--- src/rtl/tpcc_pkg.sv ---
// shared types, constants and codes of the touch panel coordinate conditioner
`default_nettype none

package tpcc_pkg;

    // field and parameter defaults
    localparam int FIELD_W      = 12;
    localparam int SMP_MAX      = 3;
    localparam int SMP_CNT_DEF  = 3;
    localparam int ADC_BITS_DEF = 12;

    // per-lane sum of up to three scaled samples
    localparam int SUM_W = FIELD_W + 2;

    // serial divider: one quotient bit per cycle, quotient never exceeds the screen size
    localparam int DIV_STEPS = FIELD_W;
    localparam int DIV_CNT_W = $clog2(DIV_STEPS);
    localparam logic [DIV_CNT_W-1:0] DIV_LAST = DIV_CNT_W'(DIV_STEPS - 1);

    // divide by three as multiply by a rounded-up reciprocal, exact for sums below 2**15
    localparam int RECIP_SH = 16;
    localparam logic [RECIP_SH-1:0] RECIP3 = RECIP_SH'(((1 << RECIP_SH) + 2) / 3);
    localparam int PROD3_W = SUM_W + RECIP_SH;

    // configuration register indexes
    localparam int CFG_IDX_W = 3;
    localparam logic [CFG_IDX_W-1:0] CFG_RAW_X_LOW   = 3'd0;
    localparam logic [CFG_IDX_W-1:0] CFG_RAW_X_HIGH  = 3'd1;
    localparam logic [CFG_IDX_W-1:0] CFG_RAW_Y_LOW   = 3'd2;
    localparam logic [CFG_IDX_W-1:0] CFG_RAW_Y_HIGH  = 3'd3;
    localparam logic [CFG_IDX_W-1:0] CFG_SCREEN_W    = 3'd4;
    localparam logic [CFG_IDX_W-1:0] CFG_SCREEN_H    = 3'd5;
    localparam logic [CFG_IDX_W-1:0] CFG_ROTATION    = 3'd6;

    // configuration reset values
    localparam logic [FIELD_W-1:0] RST_RAW_LOW  = 12'd0;
    localparam logic [FIELD_W-1:0] RST_RAW_HIGH = 12'd4095;
    localparam logic [FIELD_W-1:0] RST_SCREEN_W = 12'd320;
    localparam logic [FIELD_W-1:0] RST_SCREEN_H = 12'd240;

    // rotation codes
    localparam logic [1:0] ROT_NONE    = 2'd0;
    localparam logic [1:0] ROT_QUARTER = 2'd1;
    localparam logic [1:0] ROT_HALF    = 2'd2;
    localparam logic [1:0] ROT_THREE   = 2'd3;

    // event kinds
    localparam logic EVT_PRESS   = 1'b0;
    localparam logic EVT_RELEASE = 1'b1;

    typedef enum logic [2:0] {
        ST_IDLE,
        ST_MUL,
        ST_DIV,
        ST_ACC,
        ST_AVG,
        ST_ROT,
        ST_EMIT
    } t_state;

    typedef struct packed {
        logic clr;
        logic load;
        logic step;
        logic acc;
    } t_lane_ctl;

endpackage

`default_nettype wire

--- src/rtl/tpcc_if.sv ---
// valid/ready channel interfaces for polls and touch events
`default_nettype none

interface tpcc_in_if;
    import tpcc_pkg::*;
    logic               valid;
    logic               ready;
    logic               pen_down;
    logic [FIELD_W-1:0] sample_x0;
    logic [FIELD_W-1:0] sample_x1;
    logic [FIELD_W-1:0] sample_x2;
    logic [FIELD_W-1:0] sample_y0;
    logic [FIELD_W-1:0] sample_y1;
    logic [FIELD_W-1:0] sample_y2;

    modport source (
        output valid, pen_down, sample_x0, sample_x1, sample_x2,
               sample_y0, sample_y1, sample_y2,
        input  ready
    );
    modport sink (
        input  valid, pen_down, sample_x0, sample_x1, sample_x2,
               sample_y0, sample_y1, sample_y2,
        output ready
    );
endinterface

interface tpcc_out_if;
    import tpcc_pkg::*;
    logic               valid;
    logic               ready;
    logic               event_kind;
    logic [FIELD_W-1:0] pos_x;
    logic [FIELD_W-1:0] pos_y;

    modport source (output valid, event_kind, pos_x, pos_y, input ready);
    modport sink (input valid, event_kind, pos_x, pos_y, output ready);
endinterface

`default_nettype wire

--- src/rtl/tpcc_lane.sv ---
// one axis: scale a raw sample by multiply and bit-serial divide, then accumulate
`default_nettype none

module tpcc_lane
    import tpcc_pkg::*;
(
    input  wire logic               i_clk,
    input  wire t_lane_ctl          i_ctl,
    input  wire logic [FIELD_W-1:0] i_raw,
    input  wire logic [FIELD_W-1:0] i_lo,
    input  wire logic [FIELD_W-1:0] i_hi,
    input  wire logic [FIELD_W-1:0] i_size,
    output logic      [SUM_W-1:0]   o_sum
);

    logic [FIELD_W-1:0]   span;
    logic [FIELD_W-1:0]   delta;
    logic [2*FIELD_W-1:0] prod;
    logic [FIELD_W:0]     trial;
    logic [FIELD_W:0]     diff;
    logic                 qbit;
    logic [FIELD_W-1:0]   rem_nxt;

    // remainder in the upper half, dividend bits then quotient bits in the lower half
    logic [2*FIELD_W-1:0] r_rq;
    logic [SUM_W-1:0]     r_sum;

    assign span  = i_hi - i_lo;
    assign delta = i_hi - i_raw;
    assign prod  = {{FIELD_W{1'b0}}, delta} * {{FIELD_W{1'b0}}, i_size};

    assign trial   = r_rq[2*FIELD_W-1:FIELD_W-1];
    assign diff    = trial - {1'b0, span};
    assign qbit    = ~diff[FIELD_W];
    assign rem_nxt = qbit ? diff[FIELD_W-1:0] : trial[FIELD_W-1:0];

    always_ff @(posedge i_clk) begin
        if (i_ctl.load) begin
            r_rq <= prod;
        end else if (i_ctl.step) begin
            r_rq <= {rem_nxt, r_rq[FIELD_W-2:0], qbit};
        end
    end

    always_ff @(posedge i_clk) begin
        if (i_ctl.clr) begin
            r_sum <= '0;
        end else if (i_ctl.acc) begin
            r_sum <= r_sum + SUM_W'(r_rq[FIELD_W-1:0]);
        end
    end

    assign o_sum = r_sum;

endmodule

`default_nettype wire

--- src/rtl/touch_panel_coordinate_conditioner.sv ---
// touch panel coordinate conditioner: polls in, press and release events out
//
// i_req carries one poll per transfer: the pen-down level and three raw X and
// three raw Y samples. o_rsp carries one event: a press with screen
// coordinates, or a release with both coordinates zero. Configuration is a
// plain write port (i_cfg_we, i_cfg_idx, i_cfg_data), written by the user
// only while idle; the block itself does not enforce this. A poll that
// starts a touch with all samples inside their windows runs the samples
// one at a time through a multiplier and a bit-serial divider per axis
// (both axes side by side): each sample is loaded, divided bit-serially to
// a 12-bit quotient and accumulated, then the average is taken, rotated and
// handed off as a press. A release goes from its poll straight to the
// hand-off; polls that cause no event leave the block idle.
// The finished event sits in an output register, so the next poll is taken
// while a stalled receiver holds it; a second event waits in a pending
// register until the output frees up. Reset clears the touch flag, drops
// any event in flight and loads the default configuration.
`default_nettype none

module touch_panel_coordinate_conditioner
    import tpcc_pkg::*;
#(
    parameter int SAMPLE_COUNT = SMP_CNT_DEF,
    parameter int ADC_BITS     = ADC_BITS_DEF
) (
    input  wire logic                 i_clk,
    input  wire logic                 i_rst_n,
    tpcc_in_if.sink                   i_req,
    tpcc_out_if.source                o_rsp,
    input  wire logic                 i_cfg_we,
    input  wire logic [CFG_IDX_W-1:0] i_cfg_idx,
    input  wire logic [FIELD_W-1:0]   i_cfg_data
);

    localparam int NUM_SMP   = (SAMPLE_COUNT > SMP_MAX) ? SMP_MAX :
                               ((SAMPLE_COUNT < 1) ? 1 : SAMPLE_COUNT);
    localparam int SMP_CNT_W = (NUM_SMP > 1) ? $clog2(NUM_SMP) : 1;
    localparam logic [SMP_CNT_W-1:0] SMP_LAST = SMP_CNT_W'(NUM_SMP - 1);
    localparam int RAW_W     = (ADC_BITS < FIELD_W) ? ADC_BITS : FIELD_W;
    localparam logic [FIELD_W-1:0] RAW_MASK = FIELD_W'((1 << RAW_W) - 1);

    function automatic logic in_window(input logic [FIELD_W-1:0] raw,
                                       input logic [FIELD_W-1:0] lo,
                                       input logic [FIELD_W-1:0] hi);
        in_window = (hi > lo) && (raw >= lo) && (raw <= hi);
    endfunction

    // zero when wrapped below zero or not below the limit
    function automatic logic [FIELD_W-1:0] clip(input logic [FIELD_W:0]   v,
                                                input logic [FIELD_W-1:0] lim);
        if (v[FIELD_W] || (v[FIELD_W-1:0] >= lim)) begin
            clip = '0;
        end else begin
            clip = v[FIELD_W-1:0];
        end
    endfunction

    // configuration
    logic [FIELD_W-1:0] r_x_lo, r_x_hi, r_y_lo, r_y_hi, r_width, r_height;
    logic [1:0]         r_rot;

    // control
    t_state                r_state, n_state;
    logic                  r_touch;
    logic [DIV_CNT_W-1:0]  r_bit_cnt;
    logic [SMP_CNT_W-1:0]  r_smp_cnt;
    logic                  r_out_valid;

    // payload
    logic [FIELD_W-1:0] r_smp_x [NUM_SMP];
    logic [FIELD_W-1:0] r_smp_y [NUM_SMP];
    logic [FIELD_W-1:0] r_avg_x, r_avg_y;
    logic               r_pend_kind;
    logic [FIELD_W-1:0] r_pend_x, r_pend_y;
    logic               r_out_kind;
    logic [FIELD_W-1:0] r_out_x, r_out_y;

    logic [FIELD_W-1:0] in_x [SMP_MAX];
    logic [FIELD_W-1:0] in_y [SMP_MAX];
    logic               all_ok;
    logic               in_xfer;
    logic               out_free;
    t_lane_ctl          lane_ctl;
    logic [SUM_W-1:0]   sum_x, sum_y;
    logic [PROD3_W-1:0] p3_x, p3_y;
    logic [FIELD_W-1:0] avg_x, avg_y;
    logic [FIELD_W-1:0] rot_x, rot_y;

    assign in_x[0] = i_req.sample_x0;
    assign in_x[1] = i_req.sample_x1;
    assign in_x[2] = i_req.sample_x2;
    assign in_y[0] = i_req.sample_y0;
    assign in_y[1] = i_req.sample_y1;
    assign in_y[2] = i_req.sample_y2;

    always_comb begin
        all_ok = 1'b1;
        for (int i = 0; i < NUM_SMP; i++) begin
            if (!in_window(in_x[i] & RAW_MASK, r_x_lo, r_x_hi) ||
                !in_window(in_y[i] & RAW_MASK, r_y_lo, r_y_hi)) begin
                all_ok = 1'b0;
            end
        end
    end

    assign i_req.ready = (r_state == ST_IDLE);
    assign in_xfer     = i_req.valid && i_req.ready;
    assign out_free    = !r_out_valid || o_rsp.ready;

    // next state and lane control
    always_comb begin
        n_state  = r_state;
        lane_ctl = '0;
        case (r_state)
            ST_IDLE: begin
                if (in_xfer) begin
                    if (!i_req.pen_down) begin
                        if (r_touch) begin
                            n_state = ST_EMIT;
                        end
                    end else if (!r_touch && all_ok) begin
                        lane_ctl.clr = 1'b1;
                        n_state      = ST_MUL;
                    end
                end
            end
            ST_MUL: begin
                lane_ctl.load = 1'b1;
                n_state       = ST_DIV;
            end
            ST_DIV: begin
                lane_ctl.step = 1'b1;
                if (r_bit_cnt == DIV_LAST) begin
                    n_state = ST_ACC;
                end
            end
            ST_ACC: begin
                lane_ctl.acc = 1'b1;
                n_state      = (r_smp_cnt == SMP_LAST) ? ST_AVG : ST_MUL;
            end
            ST_AVG:  n_state = ST_ROT;
            ST_ROT:  n_state = ST_EMIT;
            ST_EMIT: begin
                if (out_free) begin
                    n_state = ST_IDLE;
                end
            end
            default: n_state = ST_IDLE;
        endcase
    end

    always_ff @(posedge i_clk) begin
        if (!i_rst_n) begin
            r_state <= ST_IDLE;
        end else begin
            r_state <= n_state;
        end
    end

    tpcc_lane u_lane_x (
        .i_clk  (i_clk),
        .i_ctl  (lane_ctl),
        .i_raw  (r_smp_x[0]),
        .i_lo   (r_x_lo),
        .i_hi   (r_x_hi),
        .i_size (r_width),
        .o_sum  (sum_x)
    );

    tpcc_lane u_lane_y (
        .i_clk  (i_clk),
        .i_ctl  (lane_ctl),
        .i_raw  (r_smp_y[0]),
        .i_lo   (r_y_lo),
        .i_hi   (r_y_hi),
        .i_size (r_height),
        .o_sum  (sum_y)
    );

    // average over the sample count
    assign p3_x = PROD3_W'(sum_x) * PROD3_W'(RECIP3);
    assign p3_y = PROD3_W'(sum_y) * PROD3_W'(RECIP3);

    always_comb begin
        if (NUM_SMP == 3) begin
            avg_x = p3_x[FIELD_W+RECIP_SH-1:RECIP_SH];
            avg_y = p3_y[FIELD_W+RECIP_SH-1:RECIP_SH];
        end else if (NUM_SMP == 2) begin
            avg_x = sum_x[FIELD_W:1];
            avg_y = sum_y[FIELD_W:1];
        end else begin
            avg_x = sum_x[FIELD_W-1:0];
            avg_y = sum_y[FIELD_W-1:0];
        end
    end

    // rotation, with clipping to the screen for the rotated settings
    always_comb begin
        case (r_rot)
            ROT_QUARTER: begin
                rot_x = clip({1'b0, r_avg_y}, r_height);
                rot_y = clip({1'b0, r_width} - {1'b0, r_avg_x}, r_width);
            end
            ROT_HALF: begin
                rot_x = clip({1'b0, r_width} - {1'b0, r_avg_x}, r_width);
                rot_y = clip({1'b0, r_height} - {1'b0, r_avg_y}, r_height);
            end
            ROT_THREE: begin
                rot_x = clip({1'b0, r_height} - {1'b0, r_avg_y}, r_height);
                rot_y = clip({1'b0, r_avg_x}, r_width);
            end
            default: begin
                rot_x = r_avg_x;
                rot_y = r_avg_y;
            end
        endcase
    end

    // control registers
    always_ff @(posedge i_clk) begin
        if (!i_rst_n) begin
            r_x_lo      <= RST_RAW_LOW;
            r_x_hi      <= RST_RAW_HIGH;
            r_y_lo      <= RST_RAW_LOW;
            r_y_hi      <= RST_RAW_HIGH;
            r_width     <= RST_SCREEN_W;
            r_height    <= RST_SCREEN_H;
            r_rot       <= ROT_NONE;
            r_touch     <= 1'b0;
            r_bit_cnt   <= '0;
            r_smp_cnt   <= '0;
            r_out_valid <= 1'b0;
        end else begin
            if (i_cfg_we) begin
                case (i_cfg_idx)
                    CFG_RAW_X_LOW:  r_x_lo   <= i_cfg_data & RAW_MASK;
                    CFG_RAW_X_HIGH: r_x_hi   <= i_cfg_data & RAW_MASK;
                    CFG_RAW_Y_LOW:  r_y_lo   <= i_cfg_data & RAW_MASK;
                    CFG_RAW_Y_HIGH: r_y_hi   <= i_cfg_data & RAW_MASK;
                    CFG_SCREEN_W:   r_width  <= i_cfg_data;
                    CFG_SCREEN_H:   r_height <= i_cfg_data;
                    CFG_ROTATION:   r_rot    <= i_cfg_data[1:0];
                    default: ;
                endcase
            end
            if (in_xfer) begin
                r_touch   <= i_req.pen_down;
                r_smp_cnt <= '0;
            end
            if (r_state == ST_MUL) begin
                r_bit_cnt <= '0;
            end else if (r_state == ST_DIV) begin
                r_bit_cnt <= r_bit_cnt + 1'b1;
            end
            if (r_state == ST_ACC) begin
                r_smp_cnt <= r_smp_cnt + 1'b1;
            end
            if (r_state == ST_EMIT && out_free) begin
                r_out_valid <= 1'b1;
            end else if (o_rsp.ready) begin
                r_out_valid <= 1'b0;
            end
        end
    end

    // payload registers
    always_ff @(posedge i_clk) begin
        if (in_xfer) begin
            for (int i = 0; i < NUM_SMP; i++) begin
                r_smp_x[i] <= in_x[i] & RAW_MASK;
                r_smp_y[i] <= in_y[i] & RAW_MASK;
            end
            r_pend_kind <= EVT_RELEASE;
            r_pend_x    <= '0;
            r_pend_y    <= '0;
        end
        // next sample moves to the lane tap
        if (r_state == ST_ACC) begin
            for (int i = 0; i < NUM_SMP - 1; i++) begin
                r_smp_x[i] <= r_smp_x[i+1];
                r_smp_y[i] <= r_smp_y[i+1];
            end
        end
        if (r_state == ST_AVG) begin
            r_avg_x <= avg_x;
            r_avg_y <= avg_y;
        end
        if (r_state == ST_ROT) begin
            r_pend_kind <= EVT_PRESS;
            r_pend_x    <= rot_x;
            r_pend_y    <= rot_y;
        end
        if (r_state == ST_EMIT && out_free) begin
            r_out_kind <= r_pend_kind;
            r_out_x    <= r_pend_x;
            r_out_y    <= r_pend_y;
        end
    end

    assign o_rsp.valid      = r_out_valid;
    assign o_rsp.event_kind = r_out_kind;
    assign o_rsp.pos_x      = r_out_x;
    assign o_rsp.pos_y      = r_out_y;

    a_release_zero: assert property (@(posedge i_clk) disable iff (!i_rst_n)
        (o_rsp.valid && o_rsp.event_kind == EVT_RELEASE) |->
            (o_rsp.pos_x == '0 && o_rsp.pos_y == '0))
        else $error("release carries nonzero coordinates");

    a_pen_up_clears: assert property (@(posedge i_clk) disable iff (!i_rst_n)
        (in_xfer && !i_req.pen_down) |=> !r_touch)
        else $error("touch flag kept after pen up");

    a_pen_down_sets: assert property (@(posedge i_clk) disable iff (!i_rst_n)
        (in_xfer && i_req.pen_down) |=> r_touch)
        else $error("touch flag not set after pen down");

    a_div_bound: assert property (@(posedge i_clk) disable iff (!i_rst_n)
        (r_state == ST_DIV) |-> (r_bit_cnt <= DIV_LAST && r_smp_cnt <= SMP_LAST))
        else $error("divider step or sample count out of range");

    a_press_needs_touch: assert property (@(posedge i_clk) disable iff (!i_rst_n)
        (r_state == ST_ROT) |-> r_touch)
        else $error("press computed without an active touch");

endmodule

`default_nettype wire

--- src/flat_wrapper.sv ---
// flat-port wrapper written by rule: the top's interface ports become plain ports
module touch_panel_coordinate_conditioner_flat import tpcc_pkg::*;
#(
    parameter int SAMPLE_COUNT = SMP_CNT_DEF,
    parameter int ADC_BITS     = ADC_BITS_DEF
)
  (i_clk, i_rst_n, i_cfg_we, i_cfg_idx, i_cfg_data, i_req_valid, i_req_pen_down, i_req_sample_x0, i_req_sample_x1, i_req_sample_x2, i_req_sample_y0, i_req_sample_y1, i_req_sample_y2, i_req_ready, o_rsp_valid, o_rsp_event_kind, o_rsp_pos_x, o_rsp_pos_y, o_rsp_ready);
  tpcc_in_if i_req_i ();
  tpcc_out_if o_rsp_i ();
  input  wire logic i_clk;
  input  wire logic i_rst_n;
  input  wire logic i_cfg_we;
  input  wire logic [CFG_IDX_W-1:0] i_cfg_idx;
  input  wire logic [FIELD_W-1:0] i_cfg_data;
  input wire logic [$bits(i_req_i.valid)-1:0] i_req_valid;
  input wire logic [$bits(i_req_i.pen_down)-1:0] i_req_pen_down;
  input wire logic [$bits(i_req_i.sample_x0)-1:0] i_req_sample_x0;
  input wire logic [$bits(i_req_i.sample_x1)-1:0] i_req_sample_x1;
  input wire logic [$bits(i_req_i.sample_x2)-1:0] i_req_sample_x2;
  input wire logic [$bits(i_req_i.sample_y0)-1:0] i_req_sample_y0;
  input wire logic [$bits(i_req_i.sample_y1)-1:0] i_req_sample_y1;
  input wire logic [$bits(i_req_i.sample_y2)-1:0] i_req_sample_y2;
  output wire logic [$bits(i_req_i.ready)-1:0] i_req_ready;
  output wire logic [$bits(o_rsp_i.valid)-1:0] o_rsp_valid;
  output wire logic [$bits(o_rsp_i.event_kind)-1:0] o_rsp_event_kind;
  output wire logic [$bits(o_rsp_i.pos_x)-1:0] o_rsp_pos_x;
  output wire logic [$bits(o_rsp_i.pos_y)-1:0] o_rsp_pos_y;
  input wire logic [$bits(o_rsp_i.ready)-1:0] o_rsp_ready;
  assign i_req_i.valid = i_req_valid;
  assign i_req_i.pen_down = i_req_pen_down;
  assign i_req_i.sample_x0 = i_req_sample_x0;
  assign i_req_i.sample_x1 = i_req_sample_x1;
  assign i_req_i.sample_x2 = i_req_sample_x2;
  assign i_req_i.sample_y0 = i_req_sample_y0;
  assign i_req_i.sample_y1 = i_req_sample_y1;
  assign i_req_i.sample_y2 = i_req_sample_y2;
  assign i_req_ready = i_req_i.ready;
  assign o_rsp_valid = o_rsp_i.valid;
  assign o_rsp_event_kind = o_rsp_i.event_kind;
  assign o_rsp_pos_x = o_rsp_i.pos_x;
  assign o_rsp_pos_y = o_rsp_i.pos_y;
  assign o_rsp_i.ready = o_rsp_ready;
  touch_panel_coordinate_conditioner #(.SAMPLE_COUNT(SAMPLE_COUNT), .ADC_BITS(ADC_BITS)) u_core (.i_clk(i_clk), .i_rst_n(i_rst_n), .i_req(i_req_i), .o_rsp(o_rsp_i), .i_cfg_we(i_cfg_we), .i_cfg_idx(i_cfg_idx), .i_cfg_data(i_cfg_data));
endmodule
--- config.mk ---
export PLATFORM = sky130hd
export DESIGN_NAME = touch_panel_coordinate_conditioner_flat
export DESIGN_NICKNAME = d
export VERILOG_FILES = /design/src/rtl/tpcc_pkg.sv /design/src/rtl/tpcc_if.sv /design/src/rtl/tpcc_lane.sv /design/src/rtl/touch_panel_coordinate_conditioner.sv /design/src/flat_wrapper.sv
export SDC_FILE = /design/constraint.sdc
export NUM_CORES = 2
export LEC_CHECK = 0
export BUFFER_PORTS_ARGS = -buffer_cell sky130_fd_sc_hd__buf_2
export CORE_MARGIN = 2
export CORE_UTILIZATION = 70
export DETAILED_ROUTE_END_ITERATION = 10
export GPL_ROUTABILITY_DRIVEN = 0
export PLACE_DENSITY = 0.92
export SETUP_SLACK_MARGIN = 0.3
export SLEW_MARGIN = 40
export SYNTH_ARGS = -nofsm -noshare
export SYNTH_HDL_FRONTEND = slang
export SYNTH_SLANG_ARGS = --single-unit
export TNS_END_PERCENT = 1
--- constraint.sdc ---
create_clock -name i_clk -period 10.8 [get_ports i_clk]
set_input_delay 1.62 -clock i_clk [delete_from_list [all_inputs] [get_ports i_clk]]
set_output_delay 1.62 -clock i_clk [all_outputs]
set_load 0.05 [all_outputs]
==> reports/qor_table.md <==
| Quantity | Reported |
| --- | --- |
| Initial core utilization | 71.1% |
| Filler instances | 3058 |
| CP Launch Type | flip-flop |
| Total wire length | 104000 um |
| Fin crit share | 76.3% |
| Area share of the leading cell type in the synthesized netlist | 20.1% |
| Unrepaired setup endpoints after global routing | no |
| Buffers on Ports | 119 |
| Clock latency on the worst-skew pair | 0.62 ns |
| Largest net degree at the start of global routing | 86 |
| Leftover overflow at the end of global routing | 0 |
| Sequential cell area fraction in the yosys report | 22.0% |
| Min Tclk post-route | 8.24 ns |
| Setup Fix Bufs, Post-CTS | 0 |
| Die area | 0.0543 mm^2 |
| Number of synthesized flops with an enable pin | 193 |
| Cell area after synthesis | 0.0367 mm^2 |
| CP top delay family | adder cells |
| Floorplan Core Area | 0.0516 mm^2 |
| Final TNS setup | 0 ns |
| Total clock buffers created by CTS | 39 |
| Highest cell delay on the worst timing path | 0.55 ns |
| CP Data Required Time | 11.25 ns |
| DIE WIDTH | 233 um |
| Worst-path maximum fanout | 7 |
| Number of nets in the finished design | 5135 |
| HP Class | flip-flop to flip-flop |
| Overall track demand over capacity in global routing | 38.8% |
| 1st-iter DRT viols | 3429 |
| Synth Instances | 4066 |
| Site Rows | 83 |
| Data arrival time of the critical path | 8.69 ns |
| Warnings from Yosys | 0 |
| Dpl hpwl | 77900 um |
| TritonCTS sink count | 307 |
| Wire length of the first global-routing pass | 165000 um |
| Buffer and inverter count on the worst path | 5 |
| Number of antenna violations at the first check in global routing | 6 |
| Post-CTS Resized | 0 |
| Detail-routed net length per standard cell | 21.5 um |
| Total DRC errors in the routed layout | 0 |
| Post-CTS clock slew at the launch and capture registers of the worst setup and hold paths | 0.06 ns |
| CTS tree | done |
| Hold Worst Slack | 0.419 ns |
| Measured slew at the worst slew-check pin | 0.905 ns |
| Worst Path Class, Setup | flip-flop to flip-flop |
| Largest cells by area after synthesis | ha_1, fa_1, edfxtp_1 |
| Fmax achieved | 0.121 GHz |
| Largest buffer count on any clock path | 3 |
| Routed via count divided by cell count | 6.42 |
| Max-slew violation count | 0 |
| Layout cells sized above 1 | 6.27% |
| Post-synthesis cell type count | 81 |
| Flip-flop and latch count after synthesis | 307 |
| Net count after synthesis | 5071 |
| Non-filler cells, final | 4848 |
| Cell taking the most area after synthesis | ha_1 |
| Worst setup skew after layout | 0.0290 ns |
| Fraction of registers with async set or reset after synthesis | 0% |
| Average size of a mapped cell | 9.03 um^2 |
| Number of hold buffers added after CTS | 0 |
| Count of maximum capacitance violations | 0 |
| Number of levels in the clock H-tree | 2 |
| Outcome | finished, final reports clean |
| Number of hold-slack violations in the final timing report | 0 |
| Via count of the first global-routing pass | 31700 |
| Detail Route Antenna Nets | 0 |
| Die height | 233 um |
| Synth Flop Type | edfxtp_1 |
| Total instance count after detailed placement | 4769 |
| Element type at the critical path end | flip-flop |
| Worst path slowest cell | fa_1 |
| Setup violators final | 0 |
| Cell chosen for the clock root | clkbuf_16 |
| Core utilization of the finished layout | 76.6% |
| Detailed Routing Iterations Pass 1 | 6 |
| Top-Level Pins | 120 |
| Area delta synth->final | 7.67% |
| Most Frequent Cell on Critical Path | fa_1 |
| DR vias | 31100 |
| Tightest slew margin relative to the limit | 39.6% |
==> path summary, 6_finish.rpt <==
check / depth (start not counted) / from / endpoint / slack [ns]
hold / removal: 0 / u_core.r_pend_x[3] / u_core.o_rsp.pos_x[3] / 0.42
setup / recovery: 29 / u_core.r_y_hi[0] / u_core.u_lane_y.r_rq[23] / 2.56
hold reg to reg: 0 / u_core.r_pend_x[3] / u_core.o_rsp.pos_x[3] / 0.42
setup reg to reg: 29 / u_core.r_y_hi[0] / u_core.u_lane_y.r_rq[23] / 2.56
==> worst reg2reg max path: cells and delay by family, from the launching register on <==
family          cells  cell delay (ns)
flops               1             0.36
fa+ha+maj           8             3.63
simple gates        3             0.68
buf+inv             5             0.39
compound gates     13             3.02
==> Yosys cell counts, types with 13 or more instances <==
| cell | instances |
|---|---|
| a211oi_1 | 29 |
| a21boi_0 | 59 |
| a21o_1 | 63 |
| a21oi_1 | 198 |
| a221oi_1 | 26 |
| a31oi_1 | 26 |
| and2_1 | 90 |
| and3_1 | 22 |
| clkbuf_1 | 111 |
| dfxtp_1 | 114 |
| edfxtp_1 | 193 |
| fa_1 | 322 |
| ha_1 | 590 |
| inv_1 | 664 |
| mux2i_1 | 53 |
| nand2_1 | 553 |
| nand2b_1 | 29 |
| nand3_1 | 56 |
| nand4_1 | 37 |
| nor2_1 | 184 |
| nor2b_1 | 45 |
| nor3_1 | 55 |
| o211ai_1 | 47 |
| o21a_1 | 25 |
| o21ai_0 | 127 |
| o21bai_1 | 13 |
| or3_1 | 23 |
| xnor2_1 | 106 |
| xor2_1 | 43 |
==> layout by cell type (no fill, tap or decap), types with 53 or more instances in the layout <==
cell | netlist | layout
a21o_1 | 63 | 63
a21boi_0 | 59 | 59
mux2i_1 | 53 | 53
o21ai_0 | 127 | 127
edfxtp_1 | 193 | 193
dfxtp_1 | 114 | 114
nor3_1 | 55 | 55
nand3_1 | 56 | 56
nor2_1 | 184 | 178
ha_1 | 590 | 590
inv_1 | 664 | 663
fa_1 | 322 | 322
and2_1 | 90 | 90
buf_2 | 5 | 119
xnor2_1 | 106 | 99
nand2_1 | 553 | 551
a21oi_1 | 198 | 198
==> per-layer routing <==
| metal | global-route usage [%] | routed length [um] | vias up | share of wire [%] |
|---|---|---|---|---|
| met2 | 63.1 | 47900 | 1984 | 46 |
| met3 | 10.1 | 11900 | 540 | 11 |
| met5 | 0 | 0 | - | 0 |
| met4 | 22.0 | 6770 | 0 | 6.5 |
| met1 | 46.9 | 37400 | 14700 | 36 |
| li1 | - | - | 13900 | - |
==> sequential cells by signal, indices dropped and copies added (netlist names), 2 cells and up <==
name and count:
u_core.r_smp_x 36, u_core.r_x_lo 12, u_core.r_width 12, u_core.r_height 12, u_core.r_x_hi 12, u_core.r_state 3
u_core.r_y_lo 12, u_core.r_pend_y 12, u_core.r_smp_cnt 2, u_core.u_lane_x.o_sum 14, u_core.u_lane_y.r_rq 24, u_core.r_smp_y 36
u_core.r_rot 2, u_core.r_y_hi 12, u_core.r_bit_cnt 4, u_core.u_lane_x.r_rq 24, u_core.r_avg_x 12, u_core.o_rsp.pos_y 12
u_core.u_lane_y.o_sum 14, u_core.r_pend_x 12, u_core.r_avg_y 12, u_core.o_rsp.pos_x 12
==> final cells by class <==
type	instances	area (um^2)	share of cell area (%)
Timing Repair Buffer	144	787	1.99
Clock buffer	48	1130	2.85
Inverter	665	2500	6.32
Clock inverter	24	343	0.867
Sequential cell	307	8080	20.4
Multi-Input combinational cell	2973	25800	65.3
Antenna cell	7	17.5	0.0443
Tap cell	680	851	2.15
==> through the flow <==
stage	worst slack [ns]	instance area (um^2)
after CTS	2.73	39400
after detailed placement	2.84	37900
after global placement	3.14	37900
after floorplan	3.47	36700
final	2.56	39500
after global routing	2.12	39500
==> cell families (layout without fill, tap and decap cells) <==
group / count (synthesis) / in the layout / synth area share, %
other: 0 / 7 / 0
XOR/XNOR: 151 / 151 / 3.67
buffers and inverters: 786 / 881 / 8.09
AND/OR/NAND/NOR: 1133 / 1133 / 14.0
adder cells (fa/ha/maj): 912 / 912 / 37.7
multiplexers: 54 / 54 / 1.48
AO/OA/AOI/OAI: 723 / 723 / 13.0
flip-flops: 307 / 307 / 22.0
Power is not shown: default switching activity piles up to over one toggle a cycle in this logic, so the estimate is an artifact.
